### src/design/deadline_timer_queue_core_defines.svh
// assertion macros for the deadline timer queue
// no dependencies
`ifndef DEADLINE_TIMER_QUEUE_CORE_DEFINES_SVH
`define DEADLINE_TIMER_QUEUE_CORE_DEFINES_SVH
`ifndef ASSERT_OFF
`define DTQ_ASSERT_IMPL(lbl, clk, rst_n, ante, cons) \
    lbl: assert property (@(posedge clk) disable iff (!rst_n) (ante) |-> (cons)) \
        else $error("assertion failed");
`define DTQ_ASSERT_NEXT(lbl, clk, rst_n, ante, cons) \
    lbl: assert property (@(posedge clk) disable iff (!rst_n) (ante) |=> (cons)) \
        else $error("assertion failed");
`else
`define DTQ_ASSERT_IMPL(lbl, clk, rst_n, ante, cons)
`define DTQ_ASSERT_NEXT(lbl, clk, rst_n, ante, cons)
`endif
`endif

### src/design/dtq_pkg.sv
// types and constants of the deadline timer queue
// no dependencies
package dtq_pkg;
    localparam int SLOTS  = 16;
    localparam int SLOT_W = $clog2(SLOTS);
    localparam int TIME_W = 32;
    localparam int SEQ_W  = 32;

    localparam logic [1:0] MODE_ADD    = 2'd0;
    localparam logic [1:0] MODE_CANCEL = 2'd1;
    localparam logic [1:0] MODE_TICK   = 2'd2;
    localparam logic [1:0] MODE_NOP    = 2'd3;

    localparam logic [1:0] KIND_ADD    = 2'd0;
    localparam logic [1:0] KIND_CANCEL = 2'd1;
    localparam logic [1:0] KIND_EXPIRE = 2'd2;
    localparam logic [1:0] KIND_DONE   = 2'd3;

    typedef enum logic [2:0] {
        ST_IDLE,
        ST_ADD,
        ST_CANCEL,
        ST_MARK,
        ST_PICK,
        ST_FIN
    } state_t;

    typedef struct packed {
        logic              busy;
        logic              due;
        logic [SLOT_W-1:0] slot;
        logic [TIME_W-1:0] dl;
        logic [TIME_W-1:0] per;
        logic [TIME_W-1:0] nd;
        logic [SEQ_W-1:0]  seq;
    } entry_t;
endpackage

### src/design/dtq_cell.sv
// one timer slot of the rotating ring
// depends on dtq_pkg
module dtq_cell (
    input  logic                       clk,
    input  logic                       rst_n,
    input  logic [dtq_pkg::SLOT_W-1:0] init_slot,
    input  logic                       shift_en,
    input  dtq_pkg::entry_t            d,
    output dtq_pkg::entry_t            q
);
    logic                       busy_reg;
    logic                       due_reg;
    logic [dtq_pkg::SLOT_W-1:0] slot_reg;
    logic [dtq_pkg::TIME_W-1:0] dl_reg;
    logic [dtq_pkg::TIME_W-1:0] per_reg;
    logic [dtq_pkg::TIME_W-1:0] nd_reg;
    logic [dtq_pkg::SEQ_W-1:0]  seq_reg;

    always_ff @(posedge clk or negedge rst_n)
    begin
        if (!rst_n)
        begin
            busy_reg <= 1'b0;
            due_reg  <= 1'b0;
            slot_reg <= init_slot;
        end
        else if (shift_en)
        begin
            busy_reg <= d.busy;
            due_reg  <= d.due;
            slot_reg <= d.slot;
        end
    end

    always_ff @(posedge clk)
    begin
        if (shift_en)
        begin
            dl_reg  <= d.dl;
            per_reg <= d.per;
            nd_reg  <= d.nd;
            seq_reg <= d.seq;
        end
    end

    assign q = '{busy: busy_reg, due: due_reg, slot: slot_reg, dl: dl_reg,
                 per: per_reg, nd: nd_reg, seq: seq_reg};
endmodule

### src/design/dtq_ctrl.sv
// sequencer that works on the head of the ring and feeds its tail
// depends on dtq_pkg
module dtq_ctrl (
    input  logic                       clk,
    input  logic                       rst_n,
    input  logic                       s_tvalid,
    output logic                       s_tready,
    input  logic [1:0]                 in_mode,
    input  logic [dtq_pkg::TIME_W-1:0] in_time,
    input  logic [dtq_pkg::TIME_W-1:0] in_period,
    input  logic [3:0]                 in_cslot,
    input  logic [dtq_pkg::SEQ_W-1:0]  in_cseq,
    input  dtq_pkg::entry_t            head,
    output dtq_pkg::entry_t            tail,
    output logic                       shift_en,
    output logic                       m_tvalid,
    input  logic                       m_tready,
    output logic [1:0]                 out_kind,
    output logic [dtq_pkg::SLOT_W-1:0] out_slot,
    output logic [dtq_pkg::SEQ_W-1:0]  out_seq,
    output logic                       out_ok,
    output logic                       out_changed,
    output logic [dtq_pkg::TIME_W-1:0] out_next,
    output logic                       out_nvalid,
    output logic                       out_last
);
    dtq_pkg::state_t state_reg, state_next;
    logic [dtq_pkg::SLOT_W-1:0] cnt_reg, cnt_next;
    logic [1:0]                 mode_reg, mode_next;
    logic [dtq_pkg::TIME_W-1:0] tval_reg, tval_next;
    logic [dtq_pkg::TIME_W-1:0] per_reg, per_next;
    logic [3:0]                 cslot_reg, cslot_next;
    logic [dtq_pkg::SEQ_W-1:0]  cseq_reg, cseq_next;
    logic                       minv_reg, minv_next;
    logic [dtq_pkg::TIME_W-1:0] min_reg, min_next;
    logic [dtq_pkg::SLOT_W-1:0] pslot_reg, pslot_next;
    logic [dtq_pkg::SEQ_W-1:0]  pseq_reg, pseq_next;
    logic                       hit_reg, hit_next;
    logic                       app_reg, app_next;
    logic [dtq_pkg::SLOT_W-1:0] aslot_reg, aslot_next;
    logic [dtq_pkg::TIME_W-1:0] nxt_reg, nxt_next;
    logic                       nv_reg, nv_next;
    logic [dtq_pkg::SEQ_W-1:0]  ctr_reg, ctr_next;
    logic                       ov_reg, ov_next;
    logic [1:0]                 ok_kind_reg, ok_kind_next;
    logic [dtq_pkg::SLOT_W-1:0] o_slot_reg, o_slot_next;
    logic [dtq_pkg::SEQ_W-1:0]  o_seq_reg, o_seq_next;
    logic                       o_ok_reg, o_ok_next;
    logic                       o_ch_reg, o_ch_next;
    logic [dtq_pkg::TIME_W-1:0] o_next_reg, o_next_next;
    logic                       o_nv_reg, o_nv_next;
    logic                       o_last_reg, o_last_next;

    logic                       cand_v;
    logic [dtq_pkg::TIME_W-1:0] cand_dl;
    logic                       take;
    logic [dtq_pkg::TIME_W:0]   sum;
    logic [dtq_pkg::TIME_W-1:0] sat;
    logic                       due;
    logic                       out_free;
    logic                       pass_end;
    logic                       applying;

    assign sum      = {1'b0, tval_reg} + {1'b0, head.per};
    assign sat      = sum[dtq_pkg::TIME_W] ? '1 : sum[dtq_pkg::TIME_W-1:0];
    assign due      = head.busy && (head.dl <= tval_reg);
    assign out_free = !ov_reg || m_tready;
    assign pass_end = (cnt_reg == dtq_pkg::SLOT_W'(dtq_pkg::SLOTS - 1));
    assign applying = app_reg && (head.slot == aslot_reg);
    assign s_tready = (state_reg == dtq_pkg::ST_IDLE);

    always_comb
    begin
        state_next   = state_reg;
        cnt_next     = cnt_reg;
        mode_next    = mode_reg;
        tval_next    = tval_reg;
        per_next     = per_reg;
        cslot_next   = cslot_reg;
        cseq_next    = cseq_reg;
        minv_next    = minv_reg;
        min_next     = min_reg;
        pslot_next   = pslot_reg;
        pseq_next    = pseq_reg;
        hit_next     = hit_reg;
        app_next     = app_reg;
        aslot_next   = aslot_reg;
        nxt_next     = nxt_reg;
        nv_next      = nv_reg;
        ctr_next     = ctr_reg;
        ov_next      = ov_reg && !m_tready;
        ok_kind_next = ok_kind_reg;
        o_slot_next  = o_slot_reg;
        o_seq_next   = o_seq_reg;
        o_ok_next    = o_ok_reg;
        o_ch_next    = o_ch_reg;
        o_next_next  = o_next_reg;
        o_nv_next    = o_nv_reg;
        o_last_next  = o_last_reg;
        tail         = head;
        shift_en     = 1'b0;
        cand_v       = 1'b0;
        cand_dl      = head.dl;
        take         = 1'b0;

        case (state_reg)
            dtq_pkg::ST_IDLE:
            begin
                if (s_tvalid)
                begin
                    mode_next  = in_mode;
                    tval_next  = in_time;
                    per_next   = in_period;
                    cslot_next = in_cslot;
                    cseq_next  = in_cseq;
                    minv_next  = 1'b0;
                    min_next   = '0;
                    hit_next   = 1'b0;
                    app_next   = 1'b0;
                    cnt_next   = '0;
                    case (in_mode)
                        dtq_pkg::MODE_ADD:    state_next = dtq_pkg::ST_ADD;
                        dtq_pkg::MODE_CANCEL: state_next = dtq_pkg::ST_CANCEL;
                        dtq_pkg::MODE_TICK:   state_next = dtq_pkg::ST_MARK;
                        default:              state_next = dtq_pkg::ST_IDLE;
                    endcase
                end
            end
            dtq_pkg::ST_ADD:
            begin
                shift_en = 1'b1;
                cand_v   = head.busy;
                if (!head.busy && !hit_reg)
                begin
                    tail.busy  = 1'b1;
                    tail.due   = 1'b0;
                    tail.dl    = tval_reg;
                    tail.per   = per_reg;
                    tail.seq   = ctr_reg;
                    hit_next   = 1'b1;
                    pslot_next = head.slot;
                end
            end
            dtq_pkg::ST_CANCEL:
            begin
                shift_en = 1'b1;
                if (head.busy && ({{(4 - dtq_pkg::SLOT_W){1'b0}}, head.slot} == cslot_reg)
                    && (head.seq == cseq_reg))
                begin
                    tail.busy = 1'b0;
                    hit_next  = 1'b1;
                end
                cand_v = tail.busy;
            end
            dtq_pkg::ST_MARK:
            begin
                shift_en = 1'b1;
                tail.due = due;
                tail.nd  = sat;
                if (due)
                begin
                    cand_v  = (head.per != '0);
                    cand_dl = sat;
                end
                else
                begin
                    cand_v = head.busy;
                end
            end
            dtq_pkg::ST_PICK:
            begin
                shift_en = 1'b1;
                if (applying)
                begin
                    tail.due = 1'b0;
                    if (head.per != '0)
                        tail.dl = head.nd;
                    else
                        tail.busy = 1'b0;
                end
                cand_v = head.due && !applying;
                if (cand_v && (!minv_reg || head.dl < min_reg))
                begin
                    pslot_next = head.slot;
                    pseq_next  = head.seq;
                end
            end
            dtq_pkg::ST_FIN:
            begin
                if (out_free)
                begin
                    ov_next     = 1'b1;
                    o_ch_next   = 1'b0;
                    o_ok_next   = 1'b1;
                    o_last_next = 1'b1;
                    state_next  = dtq_pkg::ST_IDLE;
                    case (mode_reg)
                        dtq_pkg::MODE_ADD:
                        begin
                            ok_kind_next = dtq_pkg::KIND_ADD;
                            o_ok_next    = hit_reg;
                            o_slot_next  = hit_reg ? pslot_reg : '0;
                            o_seq_next   = hit_reg ? ctr_reg : '0;
                            o_ch_next    = hit_reg && (!minv_reg || tval_reg < min_reg);
                            o_nv_next    = minv_reg || hit_reg;
                            if (hit_reg && !(minv_reg && min_reg < tval_reg))
                                o_next_next = tval_reg;
                            else
                                o_next_next = min_reg;
                            if (hit_reg)
                                ctr_next = ctr_reg + 1'b1;
                        end
                        dtq_pkg::MODE_CANCEL:
                        begin
                            ok_kind_next = dtq_pkg::KIND_CANCEL;
                            o_ok_next    = hit_reg;
                            o_slot_next  = cslot_reg[dtq_pkg::SLOT_W-1:0];
                            o_seq_next   = cseq_reg;
                            o_next_next  = min_reg;
                            o_nv_next    = minv_reg;
                        end
                        default:
                        begin
                            o_next_next = nxt_reg;
                            o_nv_next   = nv_reg;
                            if (minv_reg)
                            begin
                                ok_kind_next = dtq_pkg::KIND_EXPIRE;
                                o_slot_next  = pslot_reg;
                                o_seq_next   = pseq_reg;
                                o_last_next  = 1'b0;
                                app_next     = 1'b1;
                                aslot_next   = pslot_reg;
                                minv_next    = 1'b0;
                                min_next     = '0;
                                cnt_next     = '0;
                                state_next   = dtq_pkg::ST_PICK;
                            end
                            else
                            begin
                                ok_kind_next = dtq_pkg::KIND_DONE;
                                o_slot_next  = '0;
                                o_seq_next   = '0;
                            end
                        end
                    endcase
                end
            end
            default:
            begin
                state_next = dtq_pkg::ST_IDLE;
            end
        endcase

        if (shift_en)
        begin
            take = cand_v && (!minv_reg || cand_dl < min_reg);
            if (take)
            begin
                minv_next = 1'b1;
                min_next  = cand_dl;
            end
            cnt_next = cnt_reg + 1'b1;
            if (pass_end)
            begin
                if (state_reg == dtq_pkg::ST_MARK)
                begin
                    nv_next    = minv_next;
                    nxt_next   = min_next;
                    minv_next  = 1'b0;
                    min_next   = '0;
                    app_next   = 1'b0;
                    state_next = dtq_pkg::ST_PICK;
                end
                else
                begin
                    state_next = dtq_pkg::ST_FIN;
                end
            end
        end
    end

    always_ff @(posedge clk or negedge rst_n)
    begin
        if (!rst_n)
        begin
            state_reg <= dtq_pkg::ST_IDLE;
            cnt_reg   <= '0;
            ctr_reg   <= '0;
            ov_reg    <= 1'b0;
            hit_reg   <= 1'b0;
            app_reg   <= 1'b0;
            minv_reg  <= 1'b0;
        end
        else
        begin
            state_reg <= state_next;
            cnt_reg   <= cnt_next;
            ctr_reg   <= ctr_next;
            ov_reg    <= ov_next;
            hit_reg   <= hit_next;
            app_reg   <= app_next;
            minv_reg  <= minv_next;
        end
    end

    always_ff @(posedge clk)
    begin
        mode_reg    <= mode_next;
        tval_reg    <= tval_next;
        per_reg     <= per_next;
        cslot_reg   <= cslot_next;
        cseq_reg    <= cseq_next;
        min_reg     <= min_next;
        pslot_reg   <= pslot_next;
        pseq_reg    <= pseq_next;
        aslot_reg   <= aslot_next;
        nxt_reg     <= nxt_next;
        nv_reg      <= nv_next;
        ok_kind_reg <= ok_kind_next;
        o_slot_reg  <= o_slot_next;
        o_seq_reg   <= o_seq_next;
        o_ok_reg    <= o_ok_next;
        o_ch_reg    <= o_ch_next;
        o_next_reg  <= o_next_next;
        o_nv_reg    <= o_nv_next;
        o_last_reg  <= o_last_next;
    end

    assign m_tvalid    = ov_reg;
    assign out_kind    = ok_kind_reg;
    assign out_slot    = o_slot_reg;
    assign out_seq     = o_seq_reg;
    assign out_ok      = o_ok_reg;
    assign out_changed = o_ch_reg;
    assign out_next    = o_next_reg;
    assign out_nvalid  = o_nv_reg;
    assign out_last    = o_last_reg;
endmodule

### src/design/deadline_timer_queue_core.sv
// top level of the deadline timer queue: ring of slot cells and sequencer
// depends on dtq_pkg, dtq_cell, dtq_ctrl and the assertion macro header
//
// The timer slots sit in a ring of cells that rotates one slot per cycle, while
// a pass runs, past a single compare unit; a pass visits each of the SLOTS (16)
// slots once. Add and cancel take one pass, then the result register is loaded
// and the block returns to idle. A tick takes one marking pass, then one pass
// and one load of the result register per expired timer, and one more of each
// for the done summary.
// A new request is taken only when the previous one has finished its passes;
// each result waits in an output register, and a stalled result holds the
// sequencer until it is taken.
`include "deadline_timer_queue_core_defines.svh"
module deadline_timer_queue_core (
    input  logic         clk,
    input  logic         rst_n,
    input  logic         s_tvalid,
    output logic         s_tready,
    input  logic [103:0] s_tdata,  // time_value, period, cancel_slot, cancel_sequence, zeros
    input  logic [1:0]   s_tuser,  // mode
    output logic         m_tvalid,
    input  logic         m_tready,
    output logic [71:0]  m_tdata,  // slot_index, sequence_number, success,
                                   // earliest_changed, next_deadline, next_valid, zero
    output logic [1:0]   m_tuser,  // kind
    output logic         m_tlast
);
    dtq_pkg::entry_t q [dtq_pkg::SLOTS];
    dtq_pkg::entry_t tail;
    logic            shift_en;
    logic [3:0]      o_slot;
    logic [31:0]     o_seq;
    logic            o_ok;
    logic            o_ch;
    logic [31:0]     o_next;
    logic            o_nv;

    for (genvar i = 0; i < dtq_pkg::SLOTS; i++)
    begin : g_cell
        dtq_cell u_cell (
            .clk       (clk),
            .rst_n     (rst_n),
            .init_slot (dtq_pkg::SLOT_W'(i)),
            .shift_en  (shift_en),
            .d         ((i == dtq_pkg::SLOTS - 1) ? tail : q[(i + 1) % dtq_pkg::SLOTS]),
            .q         (q[i])
        );
    end

    dtq_ctrl u_ctrl (
        .clk         (clk),
        .rst_n       (rst_n),
        .s_tvalid    (s_tvalid),
        .s_tready    (s_tready),
        .in_mode     (s_tuser),
        .in_time     (s_tdata[31:0]),
        .in_period   (s_tdata[63:32]),
        .in_cslot    (s_tdata[67:64]),
        .in_cseq     (s_tdata[99:68]),
        .head        (q[0]),
        .tail        (tail),
        .shift_en    (shift_en),
        .m_tvalid    (m_tvalid),
        .m_tready    (m_tready),
        .out_kind    (m_tuser),
        .out_slot    (o_slot),
        .out_seq     (o_seq),
        .out_ok      (o_ok),
        .out_changed (o_ch),
        .out_next    (o_next),
        .out_nvalid  (o_nv),
        .out_last    (m_tlast)
    );

    assign m_tdata = {1'b0, o_nv, o_next, o_ch, o_ok, o_seq, o_slot};

    `DTQ_ASSERT_IMPL(a_done_last, clk, rst_n, m_tvalid && (m_tuser == dtq_pkg::KIND_DONE), m_tlast)
    `DTQ_ASSERT_IMPL(a_expire_not_last, clk, rst_n, m_tvalid && (m_tuser == dtq_pkg::KIND_EXPIRE), !m_tlast)
    `DTQ_ASSERT_NEXT(a_busy_after_req, clk, rst_n, s_tvalid && s_tready && (s_tuser != dtq_pkg::MODE_NOP), !s_tready)
    `DTQ_ASSERT_IMPL(a_ring_aligned, clk, rst_n, s_tready, q[0].slot == '0)
endmodule
### config.mk
export PLATFORM = sky130hd
export DESIGN_NAME = deadline_timer_queue_core
export DESIGN_NICKNAME = d
export VERILOG_FILES = /design/src/design/dtq_pkg.sv /design/src/design/dtq_cell.sv /design/src/design/dtq_ctrl.sv /design/src/design/deadline_timer_queue_core.sv
export VERILOG_INCLUDE_DIRS = /design/src /design/src/design
export SDC_FILE = /design/constraint.sdc
export NUM_CORES = 2
export LEC_CHECK = 0
export ABC_CLOCK_PERIOD_IN_PS = 84700
export BUFFER_PORTS_ARGS = -buffer_cell sky130_fd_sc_hd__buf_2
export CORE_MARGIN = 8
export CORE_UTILIZATION = 59
export CTS_BUF_LIST = sky130_fd_sc_hd__clkbuf_8
export CTS_CLUSTER_SIZE = 25
export DETAILED_ROUTE_END_ITERATION = 7
export PLACE_DENSITY = 0.77
export SKIP_LAST_GASP = 1
export SYNTH_ARGS = -nofsm -noshare
export SYNTH_HDL_FRONTEND = slang
export SYNTH_SLANG_ARGS = --single-unit
### constraint.sdc
create_clock -name clk -period 84.7 [get_ports clk]
set_input_delay 4.235 -clock clk [delete_from_list [all_inputs] [get_ports clk]]
set_output_delay 4.235 -clock clk [all_outputs]
set_load 0.05 [all_outputs]
==> run_results.csv <==
group,metric,value,unit
clock_tree,cts_setup_buffers,0,
setup_path,crit_type,"register to register",
clock_tree,cts_buffers,377,
yosys,ys_types,78,
pwr,switching_share,28.3,%
timing,maxSlewHeadroom,21.9,%
placed_design,place_hpwl,96400,um
yosys,yosysSeqAreaShare,86.3,%
clock_tree,hold_buffers,0,
timing,worst_clock_skew,98.1,ps
floorplan,die-area,0.156,mm2
detailed_routing,ant_nets,0,
placed_design,place_inst,6344,
detailed_routing,vias,39073,
pwr,leakagePower,35.6,nW
pwr,switchingPower,1.11,mW
yosys,synth_edf_count,2297,
setup_path,worstSetupStartpointType,"register",
timing,finalHoldViolCount,0,
global_route,antenna_found_initial,18,
pwr,max-vdd-ir-drop,38.9,uV
clock_tree,clock_latency,990,ps
setup_path,setup.worst_path.end_class,"register",
yosys,synth-main-ff-cell,"edfxtp_1",
clock_tree,clockRootBuffer,"clkbuf_8",
global_route,grt_max_degree,202,
job,maxCapViolCount,0,
setup_path,critPathArrivalTime,8470,ps
detailed_routing,wire_per_inst,22.6,um
floorplan,ios,187,
worst_hold_path,hold-path-cell-count,0,
detailed_routing,finalWirelength,159000,um
yosys,synthTopCellsByArea,"edfxtp_1, dfrtp_1, ha_1",
global_route,grtUsageTotal,20.0,%
yosys,yosysTopAreaCellShare,81.4,%
detailed_routing,drt_iter0_drc,3692,
clock_tree,cts_sinks,2468,
pwr,power_frac_seq,61.4,%
setup_path,cp_max_fo,21,
yosys,synth-seq-cells,2468,
floorplan,die_h,395,um
placed_design,numPortBuffers,181,
setup_path,crit_required,85540,ps
setup_path,crit_cells,22,
global_route,grt_pass1_vias,39289,
timing,period_minus_slack,7640,ps
finish,drive_gt1_share,15.9,%
finish,synthToLayoutAreaGrowth,12.1,%
yosys,synth-warning-count,0,
detailed_routing,drc_errors,0,
yosys,avgSynthCellArea,19.6,um2
floorplan,die_w,395,um
floorplan,std_cell_rows,139,
setup_path,cpMaxStageDelayCell,"a211oi_4",
detailed_routing,viasPerCell,5.57,
global_route,grt_overflow,0,
yosys,synth_top_area_cell,"edfxtp_1",
timing,timing.final.crit_share,9.02,%
pwr,p_comb_share,15.6,%
setup_path,critPathBufInv,2,
timing,rsz0062_at_grt,"false",
clock_tree,cts_resized,0,
placed_design,place_congestion,0.899,
finish,fin_cells,7010,
setup_path,worstRegToRegCells,22,
clock_tree,clk_pin_slew,60,ps
pwr,p_per_area,41.1,mW/mm2
timing,tns,0,ps
pwr,pwr-share-clk,23.0,%
status,status,"completed",
finish,final_nets,5094,
detailed_routing,dr.pass1.iters,8,
yosys,synth_area,0.0847,mm2
setup_path,critPathMaxStageDelay,760,ps
floorplan,core_area,0.143,mm2
yosys,syn_nets,4598,
yosys,synthArstFlopShare,5.63,%
timing,tightest_slew,1170,ps
timing,setup_viol_count_final,0,
worst_hold_path,hold_path.class,"register to register",
yosys,syn_inst,4324,
pwr,p_int,2.80,mW
setup_path,cp_cell_sequence,"ha_1 > fa_1 > a211oi_1 > o21ai_0 > o211ai_1 > a21oi_1 > nor2_1 > o21bai_2 > buf_4 > a31oi_1 > a21oi_1 > ha_1 > nand3_1 > nor3_1 > and3_1 > nand3_1 > a211o_1 > a41oi_1 > a41oi_1 > a211oi_4 > buf_4 > a32o_1",
global_route,grt_pass1_wl,237000,um
setup_path,cp_top_family,"compound AO/OA/AOI/OAI gates",
clock_tree,cts_max_path_buffers,4,
clock_tree,ctsHtreeMaxLevel,5,
floorplan,start_util,59.2,%
timing,slew_violations,0,
timing,fmax,131,MHz
finish,fillers,8827,
clock_tree,cts_tree,"yes",
## worst register-to-register path: stages (launching register included)
cell	delay [ps]
edfxtp_1	560
ha_1	330
fa_1	430
a211oi_1	250
o21ai_0	290
o211ai_1	500
a21oi_1	200
nor2_1	360
o21bai_2	230
buf_4	280
a31oi_1	460
a21oi_1	210
ha_1	330
nand3_1	100
nor3_1	330
and3_1	320
nand3_1	210
a211o_1	320
a41oi_1	240
a41oi_1	150
a211oi_4	760
buf_4	470
a32o_1	180
## logic make-up after synthesis
logic type / count (synthesis) / synth area share (%)
AO/OA/AOI/OAI: 503 / 4.08
XOR/XNOR: 89 / 0.920
adder cells (fa/ha/maj): 164 / 2.43
buffers and inverters: 236 / 1.10
flip-flops: 2468 / 86.3
multiplexers: 97 / 1.24
other: 1 / 0.00443
AND/OR/NAND/NOR: 766 / 3.90
## per-stage QoR
step / total power [mW] / worst slack, ps / hold slack [ps] / cell area [um2] / utilization [%]
detailed placement: 3.02 / 77260 / 405 / 88000 / 61.5
CTS: 3.94 / 77140 / 346 / 94900 / 66.3
global route: 4.10 / 76740 / 360 / 94900 / 66.3
finish: 3.91 / 77060 / 359 / 94900 / 66.3
global placement: 2.97 / 77300 / 400 / 88000 / 61.5
floorplan: 3.87 / 25060 / 400 / 84700 / -
## path summary, 6_finish.rpt
path | startpoint | to | slack, ps
min reg2reg | g_cell[10].u_cell.nd_reg[26] | g_cell[9].u_cell.nd_reg[26] | 360
max | g_cell[0].u_cell.per_reg[0] | u_ctrl.min_reg[28] | 77060
max reg2reg | g_cell[0].u_cell.per_reg[0] | u_ctrl.min_reg[28] | 77060
min in group asynchronous | rst_n | u_ctrl.ctr_reg[8] | 3230
max in group asynchronous | rst_n | u_ctrl.ctr_reg[11] | 79980
min | g_cell[10].u_cell.nd_reg[26] | g_cell[9].u_cell.nd_reg[26] | 360
## cell usage after synthesis (4+ instances only)
cell	n
a2111oi_0	4
a211o_1	6
a211oi_1	6
a21o_1	45
a21oi_1	105
a221o_1	4
a222oi_1	32
a22o_1	6
a22oi_1	33
a31oi_1	17
a32o_1	28
and2_1	4
and3_1	9
buf_1	7
buf_2	22
buf_4	5
clkbuf_1	76
dfrtp_1	107
dfstp_2	32
dfxtp_1	32
edfxtp_1	2297
ha_1	163
inv_1	126
mux2_2	64
mux2i_1	33
nand2_1	475
nand2b_1	6
nand3_1	31
nand3b_1	4
nand4_1	44
nor2_1	115
nor2b_1	15
nor3_1	20
nor4_1	15
o211ai_1	10
o21a_1	14
o21ai_0	114
o21ai_1	7
o22ai_1	8
o2bb2ai_1	31
o31ai_1	4
or3_1	9
xnor2_1	46
xor2_1	43
## power groups by stage
stage	combinational (mW)	sequential (mW)	clock, mW
finish	0.611	2.40	0.898
global route	0.669	2.45	0.978
CTS	0.609	2.41	0.927
detailed placement	0.606	2.41	0
global placement	0.591	2.37	0
floorplan	0.416	3.46	0
## placed cells by master (no fill, tap or decap), drive strengths merged, types with 7 or more instances in the layout
cell type	count
nor4	15
nor3	21
nand4	44
a31oi	18
o2bb2ai	31
clkinv	121
xnor2	46
ha	163
nor2b	15
nand2	476
and3	9
dfstp	32
nand3	31
a21oi	105
clkbuf	395
mux2i	33
dfxtp	32
o211ai	10
o21a	14
nor2	117
o22ai	8
inv	251
a211oi	7
a32o	28
a222oi	32
a21o	45
xor2	43
mux2	64
dfrtp	107
o21ai	121
buf	227
a22oi	33
edfxtp	2297
or3	11
bufinv	13
## cell type report
cell class / count / area, um2 / share of cell area, %
Clock inverter: 265 / 1450 / 1.52
Tap cell: 1903 / 2380 / 2.51
Sequential cell: 2468 / 73100 / 77.0
Antenna cell: 6 / 15.0 / 0.0158
Timing Repair Buffer: 227 / 1290 / 1.36
Clock buffer: 395 / 5440 / 5.73
Inverter: 126 / 485 / 0.511
Multi-Input combinational cell: 1620 / 10700 / 11.3
## routing by layer
metal  wire [um]  vias up  GRT usage (%)
met5          13        -              0
met4        5820        2           8.71
met2       72800     1529           30.3
met1       68000    19449           28.1
met3       11800      355           4.93
li1            -    17738              -
(Power assumes the default switching activity.)
